## config.mk

```make
export PLATFORM = sky130hd
export DESIGN_NAME = gbt_ctrl
export DESIGN_NICKNAME = d
export VERILOG_FILES = /design/src/hdl/gbt_pkg.sv /design/src/hdl/gbt_ctrl.sv
export SDC_FILE = /design/constraint.sdc
export NUM_CORES = 1
export LEC_CHECK = 0
export CAP_MARGIN = 20
export CELL_PAD_IN_SITES_DETAIL_PLACEMENT = 0
export CELL_PAD_IN_SITES_GLOBAL_PLACEMENT = 1
export CORE_AREA = 10 10 47 49
export DETAILED_ROUTE_END_ITERATION = 10
export DIE_AREA = 0 0 57 59
export DONT_BUFFER_PORTS = 1
export PLACE_DENSITY = 0.66
export SYNTH_ARGS = -nofsm -noshare
export SYNTH_HDL_FRONTEND = slang
export SYNTH_SLANG_ARGS = --single-unit
```

## constraint.sdc

```tcl
create_clock -name clk -period 1.6 [get_ports clk]
set_clock_uncertainty 0.15 [all_clocks]
set_input_delay 0.24 -clock clk [delete_from_list [all_inputs] [get_ports clk]]
set_output_delay 0.24 -clock clk [all_outputs]
set_load 0.1 [all_outputs]
```

## src/hdl/gbt_pkg.sv

```systemverilog
// Shared types and constants of the graph traversal unit.
package gbt_pkg;

  // Width of a vertex id on the channels.
  localparam int unsigned ID_W = 6;

  typedef enum logic [1:0] {
    CMD_ADD_VERTEX = 2'd0,
    CMD_ADD_EDGE   = 2'd1,
    CMD_TRAVERSE   = 2'd2
  } cmd_t;

  typedef enum logic [2:0] {
    ST_VISIT      = 3'd0,
    ST_OK         = 3'd1,
    ST_SRC_MISS   = 3'd2,
    ST_DST_MISS   = 3'd3,
    ST_EDGES_FULL = 3'd4,
    ST_START_MISS = 3'd5
  } status_t;

  typedef enum logic [3:0] {
    S_IDLE,
    S_VADD,
    S_ECHK,
    S_ETAILRD,
    S_ETAIL,
    S_ELINK,
    S_TINIT,
    S_POP,
    S_CUR,
    S_HEAD,
    S_EDGE,
    S_NEXT,
    S_EMIT,
    S_RESP
  } state_t;

  // Conditions reported by the datapath to the sequencer.
  typedef struct packed {
    logic a_ok;
    logic b_ok;
    logic full;
    logic tail_nil;
    logic e_nil;
    logic cnt_zero;
    logic out_free;
  } stat_t;

  // Sequencer outputs.
  typedef struct packed {
    state_t state;
    logic   idle;
  } ctrl_t;

endpackage

```

## src/hdl/gbt_ctrl.sv

```systemverilog
// Sequencer of the graph traversal unit.
module gbt_ctrl (
  input  logic            clk,
  input  logic            rst,
  input  logic            accept,
  input  logic [1:0]      cmd,
  input  gbt_pkg::stat_t  stat,
  output gbt_pkg::ctrl_t  ctrl
);

  gbt_pkg::state_t state, state_next;

  // State register.
  always_ff @(posedge clk) begin
    if (rst) begin
      state <= gbt_pkg::S_IDLE;
    end else begin
      state <= state_next;
    end
  end

  // Next state.
  always_comb begin
    state_next = state;
    unique case (state)
      gbt_pkg::S_IDLE: begin
        if (accept) begin
          unique case (cmd)
            gbt_pkg::CMD_ADD_VERTEX: state_next = gbt_pkg::S_VADD;
            gbt_pkg::CMD_ADD_EDGE:   state_next = gbt_pkg::S_ECHK;
            gbt_pkg::CMD_TRAVERSE:   state_next = gbt_pkg::S_TINIT;
            default:                 state_next = gbt_pkg::S_IDLE;
          endcase
        end
      end
      gbt_pkg::S_VADD: state_next = gbt_pkg::S_RESP;
      gbt_pkg::S_ECHK: begin
        state_next = (stat.a_ok && stat.b_ok && !stat.full) ? gbt_pkg::S_ETAILRD
                                                            : gbt_pkg::S_RESP;
      end
      gbt_pkg::S_ETAILRD: state_next = gbt_pkg::S_ETAIL;
      gbt_pkg::S_ETAIL: begin
        state_next = stat.tail_nil ? gbt_pkg::S_RESP : gbt_pkg::S_ELINK;
      end
      gbt_pkg::S_ELINK: state_next = gbt_pkg::S_RESP;
      gbt_pkg::S_TINIT: state_next = stat.a_ok ? gbt_pkg::S_POP : gbt_pkg::S_RESP;
      gbt_pkg::S_POP:   state_next = gbt_pkg::S_CUR;
      gbt_pkg::S_CUR:   state_next = gbt_pkg::S_HEAD;
      gbt_pkg::S_HEAD:  state_next = gbt_pkg::S_EDGE;
      gbt_pkg::S_EDGE:  state_next = stat.e_nil ? gbt_pkg::S_EMIT : gbt_pkg::S_NEXT;
      gbt_pkg::S_NEXT:  state_next = gbt_pkg::S_EDGE;
      gbt_pkg::S_EMIT: begin
        if (stat.out_free) begin
          state_next = stat.cnt_zero ? gbt_pkg::S_IDLE : gbt_pkg::S_POP;
        end
      end
      gbt_pkg::S_RESP: begin
        if (stat.out_free) begin
          state_next = gbt_pkg::S_IDLE;
        end
      end
      default: state_next = gbt_pkg::S_IDLE;
    endcase
  end

  // Outputs.
  always_comb begin
    ctrl.state = state;
    ctrl.idle  = (state == gbt_pkg::S_IDLE);
  end

endmodule

```

==> impl_results.rst, run 1 <==
.. list-table::
   :header-rows: 1

   * - Metric
     - Value
   * - Outcome
     - finished, final reports clean
   * - Slowest Stage Delay on Critical Path
     - 0.36 ns
   * - Class of the tightest hold or removal check
     - input pin to flip-flop
   * - Slowest-stage cell, CP
     - sky130_fd_sc_hd__dfxtp_4
   * - Finish-stage setup viols
     - 0
   * - Count of port buffers added during placement
     - 0
   * - Fraction of the yosys area taken by sequential cells
     - 0.192
   * - Maximum level of the CTS H-tree
     - 1
   * - GRT overflow
     - 0
   * - CP startpoint kind
     - flip-flop
   * - Initial antenna violation count
     - 0
   * - Crit Reg-Reg Startpoint
     - state[1]
   * - CTS tree
     - done
   * - Fmax
     - 642 MHz
   * - Number of max-slew violations in the final report
     - 0
   * - Area used by multi-input combinational logic
     - 303 µm²
   * - Number of primary I/O pins
     - 17
   * - Crit path to
     - ctrl[0]
   * - Synthesized-area fraction occupied by and/or/nand/nor cells
     - 0.374
   * - Terminus of the critical flop-to-flop path
     - state[0]
   * - Series of cell instances along the critical path
     - nor4_4, buf_12
   * - Share of post-route cells with drive strength above 1
     - 0.288
   * - Endpoint kind of the worst setup timing path
     - output port
   * - Dominant synthesized flop cell
     - sky130_fd_sc_hd__dfxtp_1
   * - Die area
     - 0.00336 mm²
   * - Number of enable-type register cells in the synthesized netlist
     - 0
   * - Final WS setup
     - 0.0414 ns
   * - Regs by FF count
     - state (4)
   * - Most common library cell in the layout ignoring fill and taps
     - sky130_fd_sc_hd__buf_4
   * - GP Congestion
     - 0.776
   * - Final number of hold-violating endpoints
     - 0
   * - Cell class contributing the biggest share of worst-path delay
     - flip-flops
   * - Syn Area/Cell
     - just over 7 µm²
   * - Total Nets Final
     - between 80 and 90
   * - Clock latency at the later pin of the worst-skew pair
     - 0.24 ns
   * - Synthesized area
     - 418 µm²
   * - Biggest fanout along the worst timing path
     - 5
   * - Period minus WS final
     - 1.56 ns
   * - Vias in the first global route
     - 403
   * - Average routed wire per standard cell
     - 14.2 µm
   * - Worst Path Arrival
     - roughly 1.2 ns
   * - Critical path launch point
     - state[0]
   * - Worst reg2reg setup slack
     - 0.16 ns
   * - Count of max-cap constraint violations
     - 0
   * - Antenna Diode Count
     - 0
   * - Fraction of synthesized area in multiplexers
     - 0
   * - CTS max path bufs
     - 2
   * - Vias per cell
     - 5.38
   * - CTS resizes
     - 0
   * - Chip Width
     - around 57 µm
   * - Routed via count
     - 441
   * - Clk slew on worst S/H paths
     - 0.04 ns
   * - TritonCTS buffer count
     - 3
   * - Pin count of the biggest net entering global routing
     - 16
   * - Total nets after synthesis
     - 72
   * - Total routing resource utilization after global routing
     - 0.0655
   * - TritonRoute pass-1 iters
     - 4
   * - Number of placement rows
     - 14
   * - Post-synthesis adder-cell area fraction
     - 0.0599
   * - Worst setup path category
     - flip-flop to output port
   * - Flip-flop and latch area
     - 95.1 µm²
   * - CTS root buf
     - sky130_fd_sc_hd__clkbuf_4
   * - Dominant combinational cell family by area after synthesis
     - simple AND/OR/NAND/NOR gates
   * - CP required
     - 1.21 ns
   * - Largest register FFs
     - 4
   * - Initial core utilization
     - 0.298
   * - Pre-CTS worst setup slack
     - 0.215 ns
   * - Commonest cells after routing, fill and taps aside
     - sky130_fd_sc_hd__buf_4 (8), sky130_fd_sc_hd__inv_1 (5), sky130_fd_sc_hd__a31oi_1 (5), sky130_fd_sc_hd__nor3b_1 (5)
   * - Stages on worst setup path
     - 2
   * - Post-route ant nets
     - 0
   * - Gate count after technology mapping
     - 58
   * - Signed area change from the synthesized netlist to the final layout
     - 31.4%
   * - Normalized max-slew margin
     - 0.773
   * - Vertical die dimension
     - 59 µm
   * - Count of unique library cells instantiated by Yosys
     - 28
   * - Slew at the pin closest to its max-slew limit
     - 0.338 ns
   * - Number of cell instances on the worst register-to-register path
     - 5
   * - # clock sinks
     - 4
   * - Total Routed Length
     - about 1.2 mm
   * - Number of warnings issued by yosys
     - 0
   * - Fillcell total
     - approximately 160
   * - Post-route DRC violation count
     - 0
   * - Unrepaired setup endpoints after global routing
     - false
   * - Register containing the most flip-flops in the final layout
     - state
   * - Number of buffer and inverter stages on the critical path
     - 1
   * - Dpl hpwl
     - 847 µm
   * - Synthesis-stage register bit count
     - 4
   * - First DRT Iteration DRCs
     - 10
   * - Part of the cycle the worst path needs
     - 0.974
   * - Xor and xnor fraction of the mapped netlist area
     - 0
   * - Async set or reset register ratio after synthesis
     - 0
   * - Floorplan core area
     - 0.00140 mm²
   * - Wire length of the first global-routing pass
     - 1.79 mm
   * - Compound-cell area share of the yosys netlist
     - 0.254
## worst register-to-register path, stage by stage (launching register included)
cell,delay [ns]
sky130_fd_sc_hd__dfxtp_4,0.35
sky130_fd_sc_hd__buf_4,0.16
sky130_fd_sc_hd__nor3_1,0.18
sky130_fd_sc_hd__a31oi_1,0.06
sky130_fd_sc_hd__a221oi_1,0.33
sky130_fd_sc_hd__o21ai_1,0.11
## cell type report
class / instances / share of cell area
Inverter: 5 / 0.0342
Clock buffer: 3 / 0.0410
Timing Repair Buffer: 10 / 0.164
Multi-Input combinational cell: 44 / 0.551
Sequential cell: 4 / 0.173
Tap cell: 16 / 0.0364
## per-layer routing
layer	vias to the layer above	part of all wire	global-route usage
li1	229	-	-
met1	200	0.43	0.0756
met2	12	0.51	0.102
met3	0	0.065	0.0215
met4	0	0	0.0403
met5	-	0	0
## cells by family (layout without fill, tap and decap cells)
group | count (synthesis) | in the layout
adders and majority gates | 2 | 2
AOI/OAI and AO/OA | 17 | 17
and+or+nand+nor | 25 | 25
DFF | 4 | 4
buffers and inverters | 10 | 18
## how the worst min path moves through the flow
stage | from | endpoint | cells after the start | slack, ns
after floorplan | rst | state[3] | 1 | 0.16
after global placement | rst | state[3] | 1 | 0.16
after detailed placement | rst | state[3] | 1 | 0.17
after CTS | stat[0] | state[3] | 3 | 0.02
after global routing | stat[0] | state[3] | 3 | 0.05
final | stat[0] | state[3] | 3 | 0.03
## what timing repair did
item,in CTS,in global routing
endpoints found under the setup margin,1,1
pin swaps,1,1
endpoints found under the hold margin,1,0
hold buffers,1,0
setup buffers,2,2
## stage by stage
stage | cell area, µm² | utilization | std cells | hold WS [ns] | setup TNS [ns]
6_report | 549 | 0.392 | 82 | 0.0276 | 0
5_1_grt | 549 | 0.392 | 82 | 0.0459 | 0
4_1_cts | 534 | 0.381 | 80 | 0.0222 | 0
3_5_place_dp | 487 | 0.347 | 74 | 0.167 | 0
3_3_place_gp | 487 | 0.347 | 74 | 0.165 | 0
2_1_floorplan | 454 | - | 58 | 0.159 | -2.20
## synthesized netlist by cell type (2+ instances only)
master	count	area share
sky130_fd_sc_hd__a21oi_1	3	0.036
sky130_fd_sc_hd__a31oi_1	5	0.075
sky130_fd_sc_hd__nand2_1	3	0.027
sky130_fd_sc_hd__nor2_1	4	0.036
sky130_fd_sc_hd__nor3b_1	5	0.090
sky130_fd_sc_hd__o21ai_0	2	0.024
sky130_fd_sc_hd__o21ai_1	2	0.024
sky130_fd_sc_hd__nor3_1	2	0.024
sky130_fd_sc_hd__inv_1	5	0.045
sky130_fd_sc_hd__buf_2	4	0.048
sky130_fd_sc_hd__dfxtp_1	4	0.19
sky130_fd_sc_hd__ha_1	2	0.060
sky130_fd_sc_hd__nor4_1	2	0.030
Power of run 1 is left out: the tool's default activity adds up to more than one toggle a clock period on the data nets, which glitch-free logic cannot reach.
==> run 2, diff against run 1 <==
--- a/config.mk
+++ b/config.mk
@@ -8,9 +8,9 @@
 export CAP_MARGIN = 20
 export CELL_PAD_IN_SITES_DETAIL_PLACEMENT = 0
 export CELL_PAD_IN_SITES_GLOBAL_PLACEMENT = 1
-export CORE_AREA = 10 10 47 49
+export CORE_AREA = 4 4 41 43
 export DETAILED_ROUTE_END_ITERATION = 10
-export DIE_AREA = 0 0 57 59
+export DIE_AREA = 0 0 45 47
 export DONT_BUFFER_PORTS = 1
 export PLACE_DENSITY = 0.66
 export SYNTH_ARGS = -nofsm -noshare
==> constraint.sdc (replaced) <==
create_clock -name clk -period 1.8 [get_ports clk]
set_clock_uncertainty 0.15 [all_clocks]
set_input_delay 0.27 -clock clk [delete_from_list [all_inputs] [get_ports clk]]
set_output_delay 0.27 -clock clk [all_outputs]
set_load 0.1 [all_outputs]
==> impl_results.rst, run 2 (same netlist as run 1, synthesis figures left out) <==
.. list-table::
   :header-rows: 1

   * - Metric
     - Value
   * - Outcome
     - finished, final reports clean
   * - WHS Path Cells
     - 3
   * - Post-route DRC violation count
     - 0
   * - Slew at the pin closest to its max-slew limit
     - 0.423 ns
   * - Register containing the most flip-flops in the final layout
     - state
   * - CTS root buf
     - sky130_fd_sc_hd__clkbuf_4
   * - Slowest Stage Delay on Critical Path
     - 0.40 ns
   * - Crit Reg-Reg Startpoint
     - state[3]
   * - Number of primary I/O pins
     - 17
   * - Vias in the first global route
     - 410
   * - GRT overflow
     - 0
   * - Routed via count
     - a little over 400
   * - Final number of hold-violating endpoints
     - 0
   * - Clock latency at the later pin of the worst-skew pair
     - around 0.23 ns
   * - Total Routed Length
     - approximately 1.1 mm
   * - Cell class contributing the biggest share of worst-path delay
     - flip-flops
   * - Clk slew on worst S/H paths
     - 0.04 ns
   * - Placed instance area
     - 478 µm²
   * - Period minus WS final
     - 1.67 ns
   * - Source of the worst hold timing path
     - stat[0]
   * - Unrepaired setup endpoints after global routing
     - false
   * - Series of cell instances along the critical path
     - nor4_4, buf_12
   * - CP startpoint kind
     - flip-flop
   * - Count of port buffers added during placement
     - 0
   * - Endpoint kind of the worst setup timing path
     - output port
   * - Antenna Diode Count
     - 0
   * - Number of buffer and inverter stages on the critical path
     - 1
   * - CTS resizes
     - 0
   * - Pre-CTS worst setup slack
     - 0.296 ns
   * - Worst Path Arrival
     - 1.25 ns
   * - Normalized max-slew margin
     - 0.718
   * - Vertical die dimension
     - 47 µm
   * - Class of the tightest hold or removal check
     - input pin to flip-flop
   * - Total routing resource utilization after global routing
     - 0.114
   * - Stages on worst setup path
     - 2
   * - Maximum level of the CTS H-tree
     - 1
   * - Floorplan core area
     - 0.00130 mm²
   * - Die area
     - 0.00212 mm²
   * - Fmax
     - approximately 600 MHz
   * - Initial core utilization
     - 0.321
   * - Biggest fanout along the worst timing path
     - 18
   * - Pin count of the biggest net entering global routing
     - 19
   * - Smallest hold slack
     - 0.0747 ns
   * - Wire length of the first global-routing pass
     - 1.75 mm
   * - Critical path launch point
     - state[1]
   * - Count of max-cap constraint violations
     - 0
   * - Average routed wire per standard cell
     - 14.2 µm
   * - Vias per cell
     - about 5.4
   * - Final WS setup
     - 0.134 ns
   * - Initial antenna violation count
     - 0
   * - Cell area after layout
     - 510 µm²
   * - Commonest cells after routing, fill and taps aside
     - sky130_fd_sc_hd__inv_1 (5), sky130_fd_sc_hd__a31oi_1 (5), sky130_fd_sc_hd__nor3b_1 (5)
   * - Post-route ant nets
     - 0
   * - Regs by FF count
     - state (4)
   * - # clock sinks
     - 4
   * - Largest register FFs
     - 4
   * - Number of cell instances on the worst register-to-register path
     - 4
   * - Utilization after layout
     - 0.392
   * - CP required
     - 1.38 ns
   * - TritonRoute pass-1 iters
     - 4
   * - Slowest-stage cell, CP
     - sky130_fd_sc_hd__dfxtp_4
   * - Total Nets Final
     - 77
   * - Part of the cycle the worst path needs
     - 0.926
   * - Fillcell total
     - 140
   * - Signed area change from the synthesized netlist to the final layout
     - 22.2%
   * - Number of placement rows
     - 13
   * - First DRT Iteration DRCs
     - 8
   * - Post-CTS Setup Bufs
     - 0
   * - CTS max path bufs
     - 2
   * - Worst setup path category
     - flip-flop to output port
   * - Finish-stage setup viols
     - 0
   * - Share of post-route cells with drive strength above 1
     - 0.230
   * - CTS tree
     - done
   * - TritonCTS buffer count
     - 3
   * - Number of max-slew violations in the final report
     - 0
   * - GP Congestion
     - 0.703
   * - Chip Width
     - 45 µm
## run 2: what timing repair did
| action | 4_1_cts | 5_1_grt |
|---|---|---|
| endpoints found under the hold margin | 1 | 0 |
| endpoints found under the setup margin | 0 | 1 |
| hold buffers | 1 | 0 |
## run 2: cell type report
class                      instances  area, µm²  share of cell area
clock buffer                       3       22.5              0.0441
inverter                           5       18.8              0.0368
multi-input combinational         44        303               0.593
sequential                         4       95.1               0.186
tap                               15       18.8              0.0368
timing repair buffer               5       52.6               0.103
## run 2: final timing paths
check,endpoint,slack [ns]
setup / recovery,ctrl[0],0.13
hold / removal,state[3],0.07
setup reg to reg,state[0],0.28
hold reg to reg,state[0],0.40
## run 2: routing by layer
layer  up-vias  wire length (µm)  global-route usage
met2        13               495               0.178
met3         0                66              0.0536
li1        220                 -                   -
met5         -                 0                   0
met1       177               519               0.133
met4         0                 0              0.0526
## run 2: worst register-to-register path, delay by kind of cell (launching register included)
family / cells / cell delay [ns]
and+or+nand+nor: 1 / 0.24
AOI/OAI and AO/OA: 3 / 0.53
DFF: 1 / 0.47
## run 2: per-stage QoR
step / instances / TNS [ns]
finish: 76 / 0
floorplan: 58 / -1.43
global placement: 72 / 0
global route: 76 / 0
CTS: 76 / 0
detailed placement: 72 / 0
Power of run 2 is left out for the same reason.
==> run 3, diff against run 2 <==
--- a/config.mk
+++ b/config.mk
@@ -12,7 +12,7 @@
 export DETAILED_ROUTE_END_ITERATION = 10
 export DIE_AREA = 0 0 45 47
 export DONT_BUFFER_PORTS = 1
-export PLACE_DENSITY = 0.66
+export PLACE_DENSITY = 0.57
 export SYNTH_ARGS = -nofsm -noshare
 export SYNTH_HDL_FRONTEND = slang
 export SYNTH_SLANG_ARGS = --single-unit
==> impl_results.rst, run 3 (same netlist as run 1, synthesis figures left out) <==
.. list-table::
   :header-rows: 1

   * - Metric
     - Value
   * - Final number of hold-violating endpoints
     - 0
   * - Cell class contributing the biggest share of worst-path delay
     - flip-flops
   * - Outcome
     - finished, final reports clean
   * - Commonest cells after routing, fill and taps aside
     - sky130_fd_sc_hd__inv_1 (5), sky130_fd_sc_hd__a31oi_1 (5), sky130_fd_sc_hd__nor3b_1 (5)
   * - Count of max-cap constraint violations
     - 0
   * - Largest register FFs
     - 4
   * - CTS root buf
     - sky130_fd_sc_hd__clkbuf_4
   * - First DRT Iteration DRCs
     - 10
   * - Dpl hpwl
     - 843 µm
   * - Total routing resource utilization after global routing
     - 0.117
   * - Die area
     - 0.00212 mm²
   * - Maximum level of the CTS H-tree
     - 1
   * - Pin count of the biggest net entering global routing
     - 19
   * - Total Nets Final
     - 76
   * - TritonCTS buffer count
     - 3
   * - Worst hold endpoint
     - state[3]
   * - Initial antenna violation count
     - 0
   * - Unrepaired setup endpoints after global routing
     - false
   * - Routed via count
     - 437
   * - # clock sinks
     - 4
   * - Number of placement rows
     - 13
   * - CTS max path bufs
     - 2
   * - GRT overflow
     - 0
   * - Normalized max-slew margin
     - 0.710
   * - TritonRoute pass-1 iters
     - 4
   * - Class of the tightest hold or removal check
     - input pin to flip-flop
   * - Biggest fanout along the worst timing path
     - 14
   * - Number of max-slew violations in the final report
     - 0
   * - Worst setup path category
     - flip-flop to output port
   * - Vertical die dimension
     - between 40 and 50 µm
   * - Worst Path Arrival
     - around 1.3 ns
   * - Finish-stage setup viols
     - 0
   * - Area used by multi-input combinational logic
     - 303 µm²
   * - Clk slew on worst S/H paths
     - 0.04 ns
   * - Antenna Diode Count
     - 0
   * - Regs by FF count
     - state (4)
   * - Slowest Stage Delay on Critical Path
     - 0.48 ns
   * - Clock latency at the later pin of the worst-skew pair
     - 0.24 ns
   * - Register containing the most flip-flops in the final layout
     - state
   * - Fillcell total
     - about 160
   * - Slowest-stage cell, CP
     - sky130_fd_sc_hd__dfxtp_4
   * - Share of post-route cells with drive strength above 1
     - 0.217
   * - Period minus WS final
     - 1.75 ns
   * - Terminus of the critical flop-to-flop path
     - state[0]
   * - Post-route ant nets
     - 0
   * - Non-filler cells in the finished layout
     - 75
   * - Number of cell instances on the worst register-to-register path
     - 4
   * - Fmax
     - 572 MHz
   * - Wire length of the first global-routing pass
     - 1.81 mm
   * - CP startpoint kind
     - flip-flop
   * - Average routed wire per standard cell
     - roughly 15 µm
   * - Post-CTS Setup Bufs
     - 0
   * - Signed area change from the synthesized netlist to the final layout
     - 20.4%
   * - Count of port buffers added during placement
     - 0
   * - Flip-flop and latch area
     - 95.1 µm²
   * - CTS resizes
     - 0
   * - Crit Reg-Reg Startpoint
     - state[0]
   * - CTS tree
     - done
   * - Placed cell count
     - 71
   * - Total Routed Length
     - approximately 1.2 mm
   * - Chip Width
     - 45 µm
   * - Initial core utilization
     - 0.321
   * - Vias in the first global route
     - between 400 and 500
   * - Worst reg2reg setup slack
     - 0.27 ns
   * - GP Congestion
     - ~0.69
   * - Endpoint kind of the worst setup timing path
     - output port
   * - Series of cell instances along the critical path
     - nor4_4, buf_12
   * - Slew at the pin closest to its max-slew limit
     - roughly 0.43 ns
   * - Vias per cell
     - 5.83
   * - Part of the cycle the worst path needs
     - 0.972
   * - Post-route DRC violation count
     - 0
   * - Floorplan core area
     - around 0.0013 mm²
   * - CP required
     - 1.38 ns
   * - Source of the worst hold timing path
     - stat[0]
   * - Number of buffer and inverter stages on the critical path
     - 1
   * - WHS Path Cells
     - 3
   * - Number of primary I/O pins
     - 17
run 3: timing repair:
| action | in CTS | in global routing |
|---|---|---|
| endpoints found under the setup margin | 0 | 0 |
| hold buffers | 1 | 0 |
| hold endpoints to repair | 1 | 0 |
run 3: area by class of cell:
cell class | instances | share of cell area
flip-flops and latches | 4 | 0.189
repair buffers | 4 | 0.0896
inverters | 5 | 0.0373
clock buffers | 3 | 0.0448
well taps | 15 | 0.0373
multi-input cells | 44 | 0.602
run 3: layer usage:
| layer | vias to the layer above | share of wire | routed length (µm) | GRT usage |
|---|---|---|---|---|
| met4 | 0 | 0 | 0 | 0.0877 |
| met5 | - | 0 | 0 | 0 |
| li1 | 218 | - | - | - |
| met1 | 201 | 0.47 | 545 | 0.161 |
| met2 | 18 | 0.44 | 511 | 0.164 |
| met3 | 0 | 0.082 | 95 | 0.0153 |
run 3: per-stage QoR:
stage / hold WS [ns] / setup WS [ns] / cell area (µm²) / utilization / setup TNS [ns]
floorplan: 0.189 / -0.408 / 454 / - / -1.43
global placement: 0.191 / 0.294 / 470 / 0.362 / 0
detailed placement: 0.199 / 0.296 / 470 / 0.362 / 0
CTS: 0.0545 / 0.0438 / 503 / 0.387 / 0
global route: 0.0977 / 0.0175 / 503 / 0.387 / 0
finish: 0.0576 / 0.0513 / 503 / 0.387 / 0
run 3: worst max-delay path by stage:
stage / start / end / slack, ns / cells after the start
floorplan: state[3] / state[0] / -0.41 / 3
global placement: state[0] / state[0] / 0.29 / 4
detailed placement: state[0] / state[0] / 0.30 / 4
CTS: state[3] / ctrl[0] / 0.04 / 2
global route: state[3] / ctrl[0] / 0.02 / 2
finish: state[3] / ctrl[0] / 0.05 / 2
run 3: worst min-delay path, delay by kind of cell:
| family | cells | cell delay (ns) |
|---|---|---|
| simple gates | 3 | 0.13 |
Power of run 3 is left out for the same reason.
